**src/ftws_pkg.sv**
```systemverilog
package ftws_pkg;

	// Default ring depth
	localparam int unsigned WINDOW_DEF = 64;

	// Field widths fixed by the interface
	localparam int unsigned DUR_W  = 32;
	localparam int unsigned CNT_W  = 7;
	localparam int unsigned PCT_W  = 7;
	localparam int unsigned CFG_IDX_W = 1;
	localparam int unsigned CFG_DATA_W = 32;

	// Register reset values
	localparam logic [DUR_W-1:0] OVER_THR_RST   = 32'd50000;
	localparam logic [PCT_W-1:0] PERCENTILE_RST = 7'd95;

	// Percent scale used in the rank test
	localparam logic [PCT_W-1:0] PCT_SCALE = 7'd100;

	// Register indexes
	typedef enum logic [CFG_IDX_W-1:0] {
		REG_OVER_THR   = 1'b0,
		REG_PERCENTILE = 1'b1
	} cfg_reg_e;

	// Sequencer states
	typedef enum logic [1:0] {
		ST_IDLE,
		ST_RUN,
		ST_FINISH
	} state_e;

	// Control from the sequencer to the statistics unit
	typedef struct packed {
		logic clear;
		logic step;
	} stats_ctl_t;

endpackage

```
**src/ftws_in_if.sv**
```systemverilog
interface ftws_in_if;
	logic                          valid;
	logic                          ready;
	logic [ftws_pkg::DUR_W-1:0]    frame_us;

	modport source (output valid, output frame_us, input ready);
	modport sink   (input valid, input frame_us, output ready);
endinterface

```
**src/ftws_out_if.sv**
```systemverilog
interface ftws_out_if;
	logic                          valid;
	logic                          ready;
	logic [ftws_pkg::CNT_W-1:0]    samples;
	logic [ftws_pkg::DUR_W-1:0]    pct_us;
	logic [ftws_pkg::DUR_W-1:0]    max_us;
	logic [ftws_pkg::CNT_W-1:0]    over_count;

	modport source (output valid, output samples, output pct_us, output max_us,
		output over_count, input ready);
	modport sink   (input valid, input samples, input pct_us, input max_us,
		input over_count, output ready);
endinterface

```
**src/ftws_cell.sv**
```systemverilog
// One slot of the sorted ring: duration plus age, shifted from its neighbor
module ftws_cell #(
	parameter int unsigned AW = 6
) (
	input  logic                       clk,
	input  logic                       shift,
	input  logic [ftws_pkg::DUR_W-1:0] d_val,
	input  logic [AW-1:0]              d_age,
	output logic [ftws_pkg::DUR_W-1:0] q_val,
	output logic [AW-1:0]              q_age
);

	logic [ftws_pkg::DUR_W-1:0] val_q;
	logic [AW-1:0]              age_q;

	always_ff @(posedge clk) begin
		if (shift) begin
			val_q <= d_val;
			age_q <= d_age;
		end
	end

	assign q_val = val_q;
	assign q_age = age_q;

endmodule

```
**src/ftws_merge.sv**
```systemverilog
// Head cell of the ring. Holds one element and passes on the smaller of
// held and incoming, so the new duration sinks into place in one lap.
// Empty slots count as larger than any duration and stay past the end of
// the live list. The oldest entry is skipped at the tail: from that step on
// the lap reads the cell in front of the tail, which closes the gap.
module ftws_merge #(
	parameter int unsigned WINDOW = 64,
	parameter int unsigned AW     = 6
) (
	input  logic                       clk,
	input  logic                       arst_n,
	input  logic                       load,
	input  logic                       shift,
	input  logic [ftws_pkg::DUR_W-1:0] new_val,
	input  logic                       x_live,
	input  logic [ftws_pkg::DUR_W-1:0] x_val,
	input  logic [AW-1:0]              x_age,
	input  logic                       y_live,
	input  logic [ftws_pkg::DUR_W-1:0] y_val,
	input  logic [AW-1:0]              y_age,
	output logic                       e_live,
	output logic [ftws_pkg::DUR_W-1:0] e_val,
	output logic [AW-1:0]              e_age
);

	logic                       h_live_q;
	logic [ftws_pkg::DUR_W-1:0] h_val_q;
	logic [AW-1:0]              h_age_q;
	logic                       skip_q;

	logic                       drop_now;
	logic                       use_y;
	logic                       in_live;
	logic [ftws_pkg::DUR_W-1:0] in_val;
	logic [AW-1:0]              in_age;
	logic                       take_x;

	// Oldest entry at the tail drops out; read one cell ahead from then on
	assign drop_now = !skip_q && x_live && (x_age == AW'(WINDOW - 1));
	assign use_y    = skip_q || drop_now;
	assign in_live  = use_y ? y_live : x_live;
	assign in_val   = use_y ? y_val : x_val;
	assign in_age   = (use_y ? y_age : x_age) + AW'(1);
	assign take_x   = in_live && (!h_live_q || (in_val < h_val_q));

	// Emit the smaller element
	always_comb begin
		if (take_x) begin
			e_live = 1'b1;
			e_val  = in_val;
			e_age  = in_age;
		end else begin
			e_live = h_live_q;
			e_val  = h_val_q;
			e_age  = h_age_q;
		end
	end

	// Hold register: new duration at lap start, then the larger element
	always_ff @(posedge clk or negedge arst_n) begin
		if (!arst_n) begin
			h_live_q <= 1'b0;
			skip_q   <= 1'b0;
		end else if (load) begin
			h_live_q <= 1'b1;
			skip_q   <= 1'b0;
		end else if (shift) begin
			if (!take_x) begin
				h_live_q <= in_live;
			end
			if (drop_now) begin
				skip_q <= 1'b1;
			end
		end
	end

	always_ff @(posedge clk) begin
		if (load) begin
			h_val_q <= new_val;
			h_age_q <= '0;
		end else if (shift && !take_x) begin
			h_val_q <= in_val;
			h_age_q <= in_age;
		end
	end

endmodule

```
**src/ftws_stats.sv**
```systemverilog
// Watches the ascending stream leaving the head cell: picks the value at
// the percentile rank and the last live value, and counts values over
// the threshold.
module ftws_stats #(
	parameter int unsigned CW  = 7,
	parameter int unsigned NPW = 14
) (
	input  logic                       clk,
	input  logic                       arst_n,
	input  ftws_pkg::stats_ctl_t       ctl,
	input  logic [NPW-1:0]             np_in,
	input  logic [CW-1:0]              n,
	input  logic [ftws_pkg::DUR_W-1:0] thr,
	input  logic                       e_live,
	input  logic [ftws_pkg::DUR_W-1:0] e_val,
	output logic [ftws_pkg::DUR_W-1:0] pct_val,
	output logic [ftws_pkg::DUR_W-1:0] max_val,
	output logic [CW-1:0]              over_cnt
);

	logic [NPW-1:0]             np_q;
	logic [CW-1:0]              pos_q;
	logic                       got_q;
	logic [CW-1:0]              over_q;
	logic [ftws_pkg::DUR_W-1:0] pct_q;
	logic [ftws_pkg::DUR_W-1:0] max_q;

	logic [CW-1:0]              pos;
	logic [NPW-1:0]             pos_scaled;
	logic                       is_last;
	logic                       hit;

	// Rank test: first position p with p*100 >= n*percentile, else the last
	assign pos        = pos_q + CW'(1);
	assign pos_scaled = NPW'(pos) * NPW'(ftws_pkg::PCT_SCALE);
	assign is_last    = (pos == n);
	assign hit        = !got_q && ((pos_scaled >= np_q) || is_last);

	always_ff @(posedge clk or negedge arst_n) begin
		if (!arst_n) begin
			pos_q  <= '0;
			got_q  <= 1'b0;
			over_q <= '0;
		end else if (ctl.clear) begin
			pos_q  <= '0;
			got_q  <= 1'b0;
			over_q <= '0;
		end else if (ctl.step && e_live) begin
			pos_q <= pos;
			if (hit) begin
				got_q <= 1'b1;
			end
			if (e_val > thr) begin
				over_q <= over_q + CW'(1);
			end
		end
	end

	always_ff @(posedge clk) begin
		if (ctl.clear) begin
			np_q <= np_in;
		end
		if (ctl.step && e_live) begin
			if (hit) begin
				pct_q <= e_val;
			end
			if (is_last) begin
				max_q <= e_val;
			end
		end
	end

	assign pct_val  = pct_q;
	assign max_val  = max_q;
	assign over_cnt = over_q;

endmodule

```
**src/frame_time_window_stats.sv**
```systemverilog
// Sliding-window frame-time statistics. Each input beat carries one frame
// duration; the block keeps the WINDOW most recent durations in a ring of
// cells sorted ascending and, for every input beat, returns one output beat
// with the number held, the value at the configured percentile rank
// (ceil(count*percentile/100), clamped to 1..count), the maximum, and how
// many exceed over_threshold_us. An item goes through the accept cycle, one
// lap of the ring through the single merge cell at its head (one cell step
// per cycle), and the load of the output register. The load waits while the
// previous result still sits unread in the output register, and each such
// cycle adds to the item time; the next item is taken in the cycle after the
// load. Registers are to be written by the user only while idle; the block
// does not enforce it. samples and over_count are the low 7 bits.
module frame_time_window_stats #(
	parameter int unsigned WINDOW = ftws_pkg::WINDOW_DEF
) (
	input  logic                            clk,
	input  logic                            arst_n,
	input  logic                            cfg_we,
	input  logic [ftws_pkg::CFG_IDX_W-1:0]  cfg_idx,
	input  logic [ftws_pkg::CFG_DATA_W-1:0] cfg_wdata,
	ftws_in_if.sink                         frame,
	ftws_out_if.source                      stats
);

	localparam int unsigned AW  = $clog2(WINDOW);
	localparam int unsigned CW  = $clog2(WINDOW + 1);
	localparam int unsigned NPW = CW + ftws_pkg::PCT_W;
	localparam int unsigned DW  = ftws_pkg::DUR_W;

	ftws_pkg::state_e state_q, state_d;

	logic [DW-1:0]                over_thr_q;
	logic [ftws_pkg::PCT_W-1:0]   percentile_q;
	logic [CW-1:0]                fill_q;
	logic [CW-1:0]                n_old_q;
	logic [AW-1:0]                k_q;

	logic                         accept;
	logic                         shift;
	logic                         last_step;
	logic                         out_free;
	logic                         out_load;
	logic [CW-1:0]                n_new;
	logic [NPW-1:0]               np;
	ftws_pkg::stats_ctl_t         sctl;

	logic                         x_live;
	logic                         y_live;
	logic                         e_live;
	logic [DW-1:0]                e_val;
	logic [AW-1:0]                e_age;
	logic [DW-1:0]                c_val [WINDOW];
	logic [AW-1:0]                c_age [WINDOW];

	logic [DW-1:0]                pct_val;
	logic [DW-1:0]                max_val;
	logic [CW-1:0]                over_cnt;

	logic                         out_valid_q;
	logic [ftws_pkg::CNT_W-1:0]   samples_q;
	logic [DW-1:0]                pct_q;
	logic [DW-1:0]                max_q;
	logic [ftws_pkg::CNT_W-1:0]   over_q;

	// Configuration registers
	always_ff @(posedge clk or negedge arst_n) begin
		if (!arst_n) begin
			over_thr_q   <= ftws_pkg::OVER_THR_RST;
			percentile_q <= ftws_pkg::PERCENTILE_RST;
		end else if (cfg_we) begin
			case (cfg_idx)
				ftws_pkg::REG_OVER_THR:   over_thr_q   <= cfg_wdata[DW-1:0];
				ftws_pkg::REG_PERCENTILE: percentile_q <= cfg_wdata[ftws_pkg::PCT_W-1:0];
				default: ;
			endcase
		end
	end

	// Handshake terms
	assign accept    = frame.valid && frame.ready;
	assign last_step = (k_q == AW'(WINDOW - 1));
	assign out_free  = !out_valid_q || stats.ready;

	// Next state
	always_comb begin
		state_d = state_q;
		case (state_q)
			ftws_pkg::ST_IDLE: begin
				if (accept) state_d = ftws_pkg::ST_RUN;
			end
			ftws_pkg::ST_RUN: begin
				if (last_step) state_d = ftws_pkg::ST_FINISH;
			end
			ftws_pkg::ST_FINISH: begin
				if (out_free) state_d = ftws_pkg::ST_IDLE;
			end
			default: state_d = ftws_pkg::ST_IDLE;
		endcase
	end

	// State outputs
	always_comb begin
		frame.ready = 1'b0;
		shift       = 1'b0;
		out_load    = 1'b0;
		case (state_q)
			ftws_pkg::ST_IDLE:   frame.ready = 1'b1;
			ftws_pkg::ST_RUN:    shift       = 1'b1;
			ftws_pkg::ST_FINISH: out_load    = out_free;
			default: ;
		endcase
	end

	always_ff @(posedge clk or negedge arst_n) begin
		if (!arst_n) begin
			state_q <= ftws_pkg::ST_IDLE;
		end else begin
			state_q <= state_d;
		end
	end

	// Fill count and lap counter
	assign n_new = (fill_q == CW'(WINDOW)) ? fill_q : fill_q + CW'(1);
	assign np    = NPW'(n_new) * NPW'(percentile_q);

	always_ff @(posedge clk or negedge arst_n) begin
		if (!arst_n) begin
			fill_q  <= '0;
			n_old_q <= '0;
			k_q     <= '0;
		end else if (accept) begin
			fill_q  <= n_new;
			n_old_q <= fill_q;
			k_q     <= '0;
		end else if (shift) begin
			k_q <= k_q + AW'(1);
		end
	end

	// Entries leave the tail in ascending order; only the first n_old are live.
	// The cell in front of the tail holds the entry one step ahead.
	assign x_live = (CW'(k_q) < n_old_q);
	assign y_live = ((CW'(k_q) + CW'(1)) < n_old_q);

	ftws_merge #(
		.WINDOW (WINDOW),
		.AW     (AW)
	) u_merge (
		.clk     (clk),
		.arst_n  (arst_n),
		.load    (accept),
		.shift   (shift),
		.new_val (frame.frame_us),
		.x_live  (x_live),
		.x_val   (c_val[WINDOW-1]),
		.x_age   (c_age[WINDOW-1]),
		.y_live  (y_live),
		.y_val   (c_val[WINDOW-2]),
		.y_age   (c_age[WINDOW-2]),
		.e_live  (e_live),
		.e_val   (e_val),
		.e_age   (e_age)
	);

	// Ring of cells behind the merge cell
	for (genvar i = 0; i < WINDOW; i++) begin : g_cell
		if (i == 0) begin : g_head
			ftws_cell #(.AW(AW)) u_cell (
				.clk   (clk),
				.shift (shift),
				.d_val (e_val),
				.d_age (e_age),
				.q_val (c_val[i]),
				.q_age (c_age[i])
			);
		end else begin : g_body
			ftws_cell #(.AW(AW)) u_cell (
				.clk   (clk),
				.shift (shift),
				.d_val (c_val[i-1]),
				.d_age (c_age[i-1]),
				.q_val (c_val[i]),
				.q_age (c_age[i])
			);
		end
	end

	// Statistics over the sorted stream
	assign sctl.clear = accept;
	assign sctl.step  = shift;

	ftws_stats #(
		.CW  (CW),
		.NPW (NPW)
	) u_stats (
		.clk      (clk),
		.arst_n   (arst_n),
		.ctl      (sctl),
		.np_in    (np),
		.n        (fill_q),
		.thr      (over_thr_q),
		.e_live   (e_live),
		.e_val    (e_val),
		.pct_val  (pct_val),
		.max_val  (max_val),
		.over_cnt (over_cnt)
	);

	// Output register
	always_ff @(posedge clk or negedge arst_n) begin
		if (!arst_n) begin
			out_valid_q <= 1'b0;
		end else if (out_load) begin
			out_valid_q <= 1'b1;
		end else if (stats.ready) begin
			out_valid_q <= 1'b0;
		end
	end

	always_ff @(posedge clk) begin
		if (out_load) begin
			samples_q <= ftws_pkg::CNT_W'(fill_q);
			pct_q     <= pct_val;
			max_q     <= max_val;
			over_q    <= ftws_pkg::CNT_W'(over_cnt);
		end
	end

	assign stats.valid      = out_valid_q;
	assign stats.samples    = samples_q;
	assign stats.pct_us     = pct_q;
	assign stats.max_us     = max_q;
	assign stats.over_count = over_q;

endmodule

```
**src/flat_wrapper.sv**
```systemverilog
// flat-port wrapper written by rule: the top's interface ports become plain ports
module frame_time_window_stats_flat 
#(
	parameter int unsigned WINDOW = ftws_pkg::WINDOW_DEF
)
  (clk, arst_n, cfg_we, cfg_idx, cfg_wdata, frame_valid, frame_frame_us, frame_ready, stats_valid, stats_samples, stats_pct_us, stats_max_us, stats_over_count, stats_ready);
  ftws_in_if frame_i ();
  ftws_out_if stats_i ();
  input  logic clk;
  input  logic arst_n;
  input  logic cfg_we;
  input  logic [ftws_pkg::CFG_IDX_W-1:0] cfg_idx;
  input  logic [ftws_pkg::CFG_DATA_W-1:0] cfg_wdata;
  input wire logic [$bits(frame_i.valid)-1:0] frame_valid;
  input wire logic [$bits(frame_i.frame_us)-1:0] frame_frame_us;
  output wire logic [$bits(frame_i.ready)-1:0] frame_ready;
  output wire logic [$bits(stats_i.valid)-1:0] stats_valid;
  output wire logic [$bits(stats_i.samples)-1:0] stats_samples;
  output wire logic [$bits(stats_i.pct_us)-1:0] stats_pct_us;
  output wire logic [$bits(stats_i.max_us)-1:0] stats_max_us;
  output wire logic [$bits(stats_i.over_count)-1:0] stats_over_count;
  input wire logic [$bits(stats_i.ready)-1:0] stats_ready;
  assign frame_i.valid = frame_valid;
  assign frame_i.frame_us = frame_frame_us;
  assign frame_ready = frame_i.ready;
  assign stats_valid = stats_i.valid;
  assign stats_samples = stats_i.samples;
  assign stats_pct_us = stats_i.pct_us;
  assign stats_max_us = stats_i.max_us;
  assign stats_over_count = stats_i.over_count;
  assign stats_i.ready = stats_ready;
  frame_time_window_stats #(.WINDOW(WINDOW)) u_core (.clk(clk), .arst_n(arst_n), .cfg_we(cfg_we), .cfg_idx(cfg_idx), .cfg_wdata(cfg_wdata), .frame(frame_i), .stats(stats_i));
endmodule
```
**config.mk**
```make
export PLATFORM = sky130hd
export DESIGN_NAME = frame_time_window_stats_flat
export DESIGN_NICKNAME = d
export VERILOG_FILES = /design/src/ftws_pkg.sv /design/src/ftws_in_if.sv /design/src/ftws_out_if.sv /design/src/ftws_cell.sv /design/src/ftws_merge.sv /design/src/ftws_stats.sv /design/src/frame_time_window_stats.sv /design/src/flat_wrapper.sv
export SDC_FILE = /design/constraint.sdc
export NUM_CORES = 2
export LEC_CHECK = 0
export ABC_CLOCK_PERIOD_IN_PS = 152400
export BUFFER_PORTS_ARGS = -buffer_cell sky130_fd_sc_hd__buf_4
export CAP_MARGIN = 0
export CORE_ASPECT_RATIO = 1.75
export CORE_MARGIN = 2
export CORE_UTILIZATION = 60
export DETAILED_ROUTE_END_ITERATION = 10
export HOLD_SLACK_MARGIN = 0.12
export PLACE_DENSITY_LB_ADDON = 0.08
export SYNTH_ARGS = -nofsm -noshare
export SYNTH_HDL_FRONTEND = slang
export SYNTH_SLANG_ARGS = --single-unit
```
**constraint.sdc**
```tcl
create_clock -name clk -period 152.4 [get_ports clk]
set_input_delay 7.62 -clock clk [delete_from_list [all_inputs] [get_ports clk]]
set_output_delay 7.62 -clock clk [all_outputs]
set_load 0.02 [all_outputs]
```
Yosys cells after proc, flatten, opt, wreduce, memory -nomap -nowiden
Cells that the tools add are included.

word-level totals
  register bits = 2705
  input bits = 70
  output and inout bits = 80
  logic and storage cells = 240

cells by class
  add/subtract/negate cells = 6
  $mul = 2
  order comparisons = 5
  equal/unequal tests = 10
  mux-type cells = 34
  bitwise gates (word level) = 1
  reduce and logical (&&, ||, !) cells = 33

operators by type and width
  kind                                                                     number
  32-bit two-way mux                                                       4
  7-bit two-way mux                                                        6
  32-bit > comparator                                                      1
  32-bit < comparator                                                      1
  6-bit two-way mux                                                        4
  7-bit by 1-bit adder with 7-bit output, second input constant            3
  1-bit two-way mux                                                        16
  2-bit AND reduction                                                      8
  14-bit >= comparator                                                     1
  7-bit by 7-bit multiplier with 14-bit output                             1
  2-bit nonzero test                                                       7
  6-bit by 1-bit adder with 6-bit output, second input constant            2
  6-bit equality test, second input constant                               2
  7-bit by 5-bit multiplier with 12-bit output, second input constant      1
  2-bit by 1-bit inequality test with 1-bit output, second input constant  4
  6-bit by 1-bit adder with 7-bit output, second input constant            1
  7-bit equality test                                                      1
  7-bit equality test, second input constant                               1
  1-bit logical AND                                                        7
  6-bit by 7-bit < comparator with 1-bit output                            1
  7-bit < comparator                                                       1
  2-bit two-way mux                                                        3
  2-bit case mux with 3 select lines                                       1
  1-bit logical NOT                                                        5
  6 further kinds                                                          9

Depth between registers and ports, before layout
  depth in word-level cells = 13
  depth in mapped cells = 28
  gate-level depth less buffers = 25

Hierarchy
Synthesis repeated with hierarchy kept, for this count alone.

unflattened totals
  cell total of the unflattened synthesis = 3667
  area total of the unflattened synthesis = 88552.4 um2

modules (own cells, without submodules)
  module                   instances  cells each  area an instance (um2)  sequential area each (um2)
  ftws_cell                64         38          1141.1                  1141.1
  frame_time_window_stats  1          494         6786.5                  3908.7
  ftws_stats               1          399         4954.8                  2717.6
  ftws_merge               1          342         3781.1                  1131.1

Worst setup path after synthesis
No wires, ideal clock.

  path type = reg-to-reg
  start = register u_core.state_q[1]
  end = register u_core.u_merge.h_live_q
  setup time = 3648 ps
  arrival time = 67011 ps
  required time = 148752 ps
  setup slack = 81742 ps
  stages on the path, launching flop included = 5
  buffers on the path = 1
  clock period less this slack = 70658 ps
  cell sequence = dfrtp_1 -> nand2b_1 -> clkinv_1 -> clkbuf_1 -> a22oi_1

between the ends
  longest elaborated chain between the ends = 5
  elaborated cells between the ends (all ways) = 9
  classes of those cells = eq/ne (2); mux (3); reduce/logical (4)

RTL lines
  what                                                                                                     RTL line                        source
  start, declared                                                                                          frame_time_window_stats.sv:30   ftws_pkg::state_e state_q, state_d;
  start signal, assigned                                                                                   frame_time_window_stats.sv:116  state_q <= ftws_pkg::ST_IDLE;
  start signal, assigned                                                                                   frame_time_window_stats.sv:118  state_q <= state_d;
  2-bit logical NOT                                                                                        frame_time_window_stats.sv:106  case (state_q)
  1-bit two-way mux                                                                                        frame_time_window_stats.sv:106
  1-bit logical AND                                                                                        frame_time_window_stats.sv:80   assign accept = frame.valid && frame.ready;
  2-bit by 1-bit inequality test with 1-bit output (no source line) or 2-bit nonzero test (tied branches)  --
  2-bit AND reduction (no source line)                                                                     --
  end signal, assigned                                                                                     ftws_merge.sv:69                h_live_q <= in_live;
  end, declared                                                                                            ftws_merge.sv:26                logic h_live_q;

Parallel ways exist; a longest one is shown, timed or not.
A chain may end at the register's enable or synchronous reset.

Worst setup path after layout
  start = register u_core.state_q[0]
  end = output port frame_ready

between the ends
  longest elaborated chain between the ends = 2

RTL lines
  what               RTL line                        source
  2-bit logical NOT  frame_time_window_stats.sv:106
  1-bit two-way mux  frame_time_window_stats.sv:106
  end, declared      flat_wrapper.sv:16              output wire logic [$bits(frame_i.ready)-1:0] frame_ready;

No other way between the ends.

==> results.tsv <==
metric	value	unit
status	finished clean	
dieArea	150100	µm²
tightest_slew	1.217	ns
fmax	104.8	MHz
seq_power_share	0.581	
crit_type	flop to output port	
post_dp_cell_area	91880	µm²
finalPower	0.002247	W
p_int	0.001630	W
hold_viol	0	
cts_tree	built	
vias	33640	
cts_resized	0	
core	146400	µm²
grt_overflow	0	
synth_fp_nets	4031	
finClkSkew	0.06360	ns
worst_setup_path_end_kind	output port	
cap_violations	0	
synth-warning-count	0	
synth_flop_cell	edfxtp_1	
synth_enable_flop_cells	2620	
synth_area	88120	µm²
drt_iter0_markers	3211	
ys_seq_area_frac	0.9168	
drc	0	
nets	4398	
hp-class	flop to flop	
grt_max_degree	212	
yosys.cell_types.count	61	
area_growth	12.50	%
synth_area_leader_cell	edfxtp_1	
power_frac_clock	0.250	
start_kind	flop	
clockRootBuffer	clkbuf_16	
final_area	99140	µm²
htreeDepth	4	
setup_tns	0	ns
globalplace.congestion	0.7767	
grt_pass1_vias	32930	
placed_cells	5814	
detailed_place_hpwl	68070	µm
report.final.slew_viol_count	0	
layout-drive-gt1-share	0.1334	
syn_inst	3785	
worstPathArrival	1.92	ns
finalSetupViolCount	0	
post_cts_buffers	0	
fin_cells	6215	
layout_commonest_cell	edfxtp_1	
power_switching	0.0006163	W
path_max_fanout	13	
cts_sinks	2705	
netlist.area_leader.share	0.8928	
grt_usage	0.1658	
dieHeight	511.0	µm
ys_ff_latch	2705	
cts_made_buffers	216	
clk_pin_slew_worst_paths	0.07	ns
swShare	0.2743	
cp_data_required_time	144.78	ns
power_frac_comb	0.168	
grt_first_pass_wirelength	189600	µm
vdd_ir_drop_max	0.00001957	V
grt_setup_unrepaired	false	
start_util	0.6020	
layout_common_cells	edfxtp_1 (2620), clkbuf_16 (216), buf_4 (187)	
leakagePower	34.32	nW
grt_antenna_before_repair	13	
routedWlPerCell	20.00	µm
holdWs	0.3644	ns
clock_latency	0.84	ns
finalCritPeriodShare	0.06263	
period_needed	9.545	ns
syn_area_per_cell	23.28	µm²
relSlewSlack	0.1829	
pin_count	150	
powerDensity	22.66	nW/µm²
numPortBuffers	149	
wl	124300	µm
drt_first_pass_iters	5	
cts.path.max_buffers	3	
synth-async-reset-ratio	0.02921	
num_rows	186	
die_x	293.7	µm
hold_buffers	0	
antenna_left	0	
synth_area_leaders	edfxtp_1 (89%), ha_1 (2.1%), dfrtp_1 (1.9%)	
drt-vias-per-instance	5.412	
## sequential cells by signal, summed over array words and instances (netlist names), 32 cells and up
name	cells
u_core.g_cell.g_body.u_cell.q_val	2016
u_core.g_cell.g_body.u_cell.q_age	378
u_core.g_cell.g_head.u_cell.q_val	32
u_core.over_thr_q	32
u_core.stats.max_us	32
u_core.stats.pct_us	32
u_core.u_merge.h_val_q	32
u_core.u_stats.max_val	32
u_core.u_stats.pct_val	32
## kinds of logic (layout without fill, tap and decap cells)
kind of cell	Yosys count	count (layout)	synth area share
other cells	0	2	0
xor+xnor	56	56	0.005566
compound gates	216	216	0.01475
simple gates	387	387	0.02015
fa+ha+maj	176	176	0.02720
flops	2705	2705	0.9168
buf+inv	187	735	0.008107
mux	58	58	0.007468
## worst max-delay path, cell delays in order, from the launching register on
cell and delay (ns):
dfrtp_1 0.52, nor2_1 0.36, buf_4 0.21
## cell type report
class,instances,area [µm²]
antenna,2,5.005
clock inverter,143,1680
fill,9103,47250
sequential,2705,80790
inverter,143,544.3
timing repair buffer,193,1524
clock buffer,256,5565
multi-input combinational,893,6676
tap,1880,2352
## final timing paths
check	startpoint	endpoint	slack, ns	cells after the start
setup / recovery	u_core.state_q[0]	frame_ready	142.86	2
hold / removal	u_core.g_cell[32].g_body.u_cell.q_val[30]	u_core.g_cell[33].g_body.u_cell.q_val[30]	0.36	0
setup reg to reg	u_core.k_q[4]	u_core.u_stats.over_cnt[0]	144.05	25
hold reg to reg	u_core.g_cell[32].g_body.u_cell.q_val[30]	u_core.g_cell[33].g_body.u_cell.q_val[30]	0.36	0
max in group asynchronous	arst_n	u_core.fill_q[5]	144.67	1
min in group asynchronous	arst_n	u_core.percentile_q[5]	6.97	1
## cell usage after synthesis (6+ instances only)
cell type,count
o211ai_1,6
o21ai_0,70
nand2_1,103
clkbuf_1,31
buf_1,8
and3_1,11
o21ai_1,39
nor2b_1,12
xnor2_1,35
nand3_1,52
a21o_1,20
mux2_2,42
nor2_1,132
a21oi_1,33
mux2i_1,11
dfrtp_1,67
edfxtp_1,2620
nand4_1,17
dfstp_2,12
ha_1,150
o21a_1,6
nor3_1,11
nand2b_1,9
xor2_1,21
inv_1,141
dfxtp_1,6
a211oi_1,7
fa_1,26
and2_1,22
## layer usage
layer	part of all wire	GRT usage	wire [µm]	up-vias
met5	0.00027	0	34	-
met4	0.022	0.05004	2724	6
met3	0.077	0.04984	9542	208
met2	0.43	0.2296	53500	801
met1	0.47	0.2589	58480	17210
li1	-	-	-	15420
## power groups by stage
stage	Sequential (W)	Clock (W)	Combinational [W]
floorplan	0.00199	0	0.000228
global placement	0.00131	0	0.000373
detailed placement	0.00132	0	0.000382
CTS	0.00131	0.000582	0.000382
global route	0.00133	0.000608	0.000420
finish	0.00131	0.000563	0.000378
## per-stage QoR
stage | worst slack (ns) | utilization
3_5_place_dp | 142.67 | 0.6277
3_3_place_gp | 142.74 | 0.6277
6_report | 142.86 | 0.6772
2_1_floorplan | 81.74 | -
4_1_cts | 142.77 | 0.6772
5_1_grt | 142.71 | 0.6772
No activity file was read; power rests on OpenSTA's default activity.
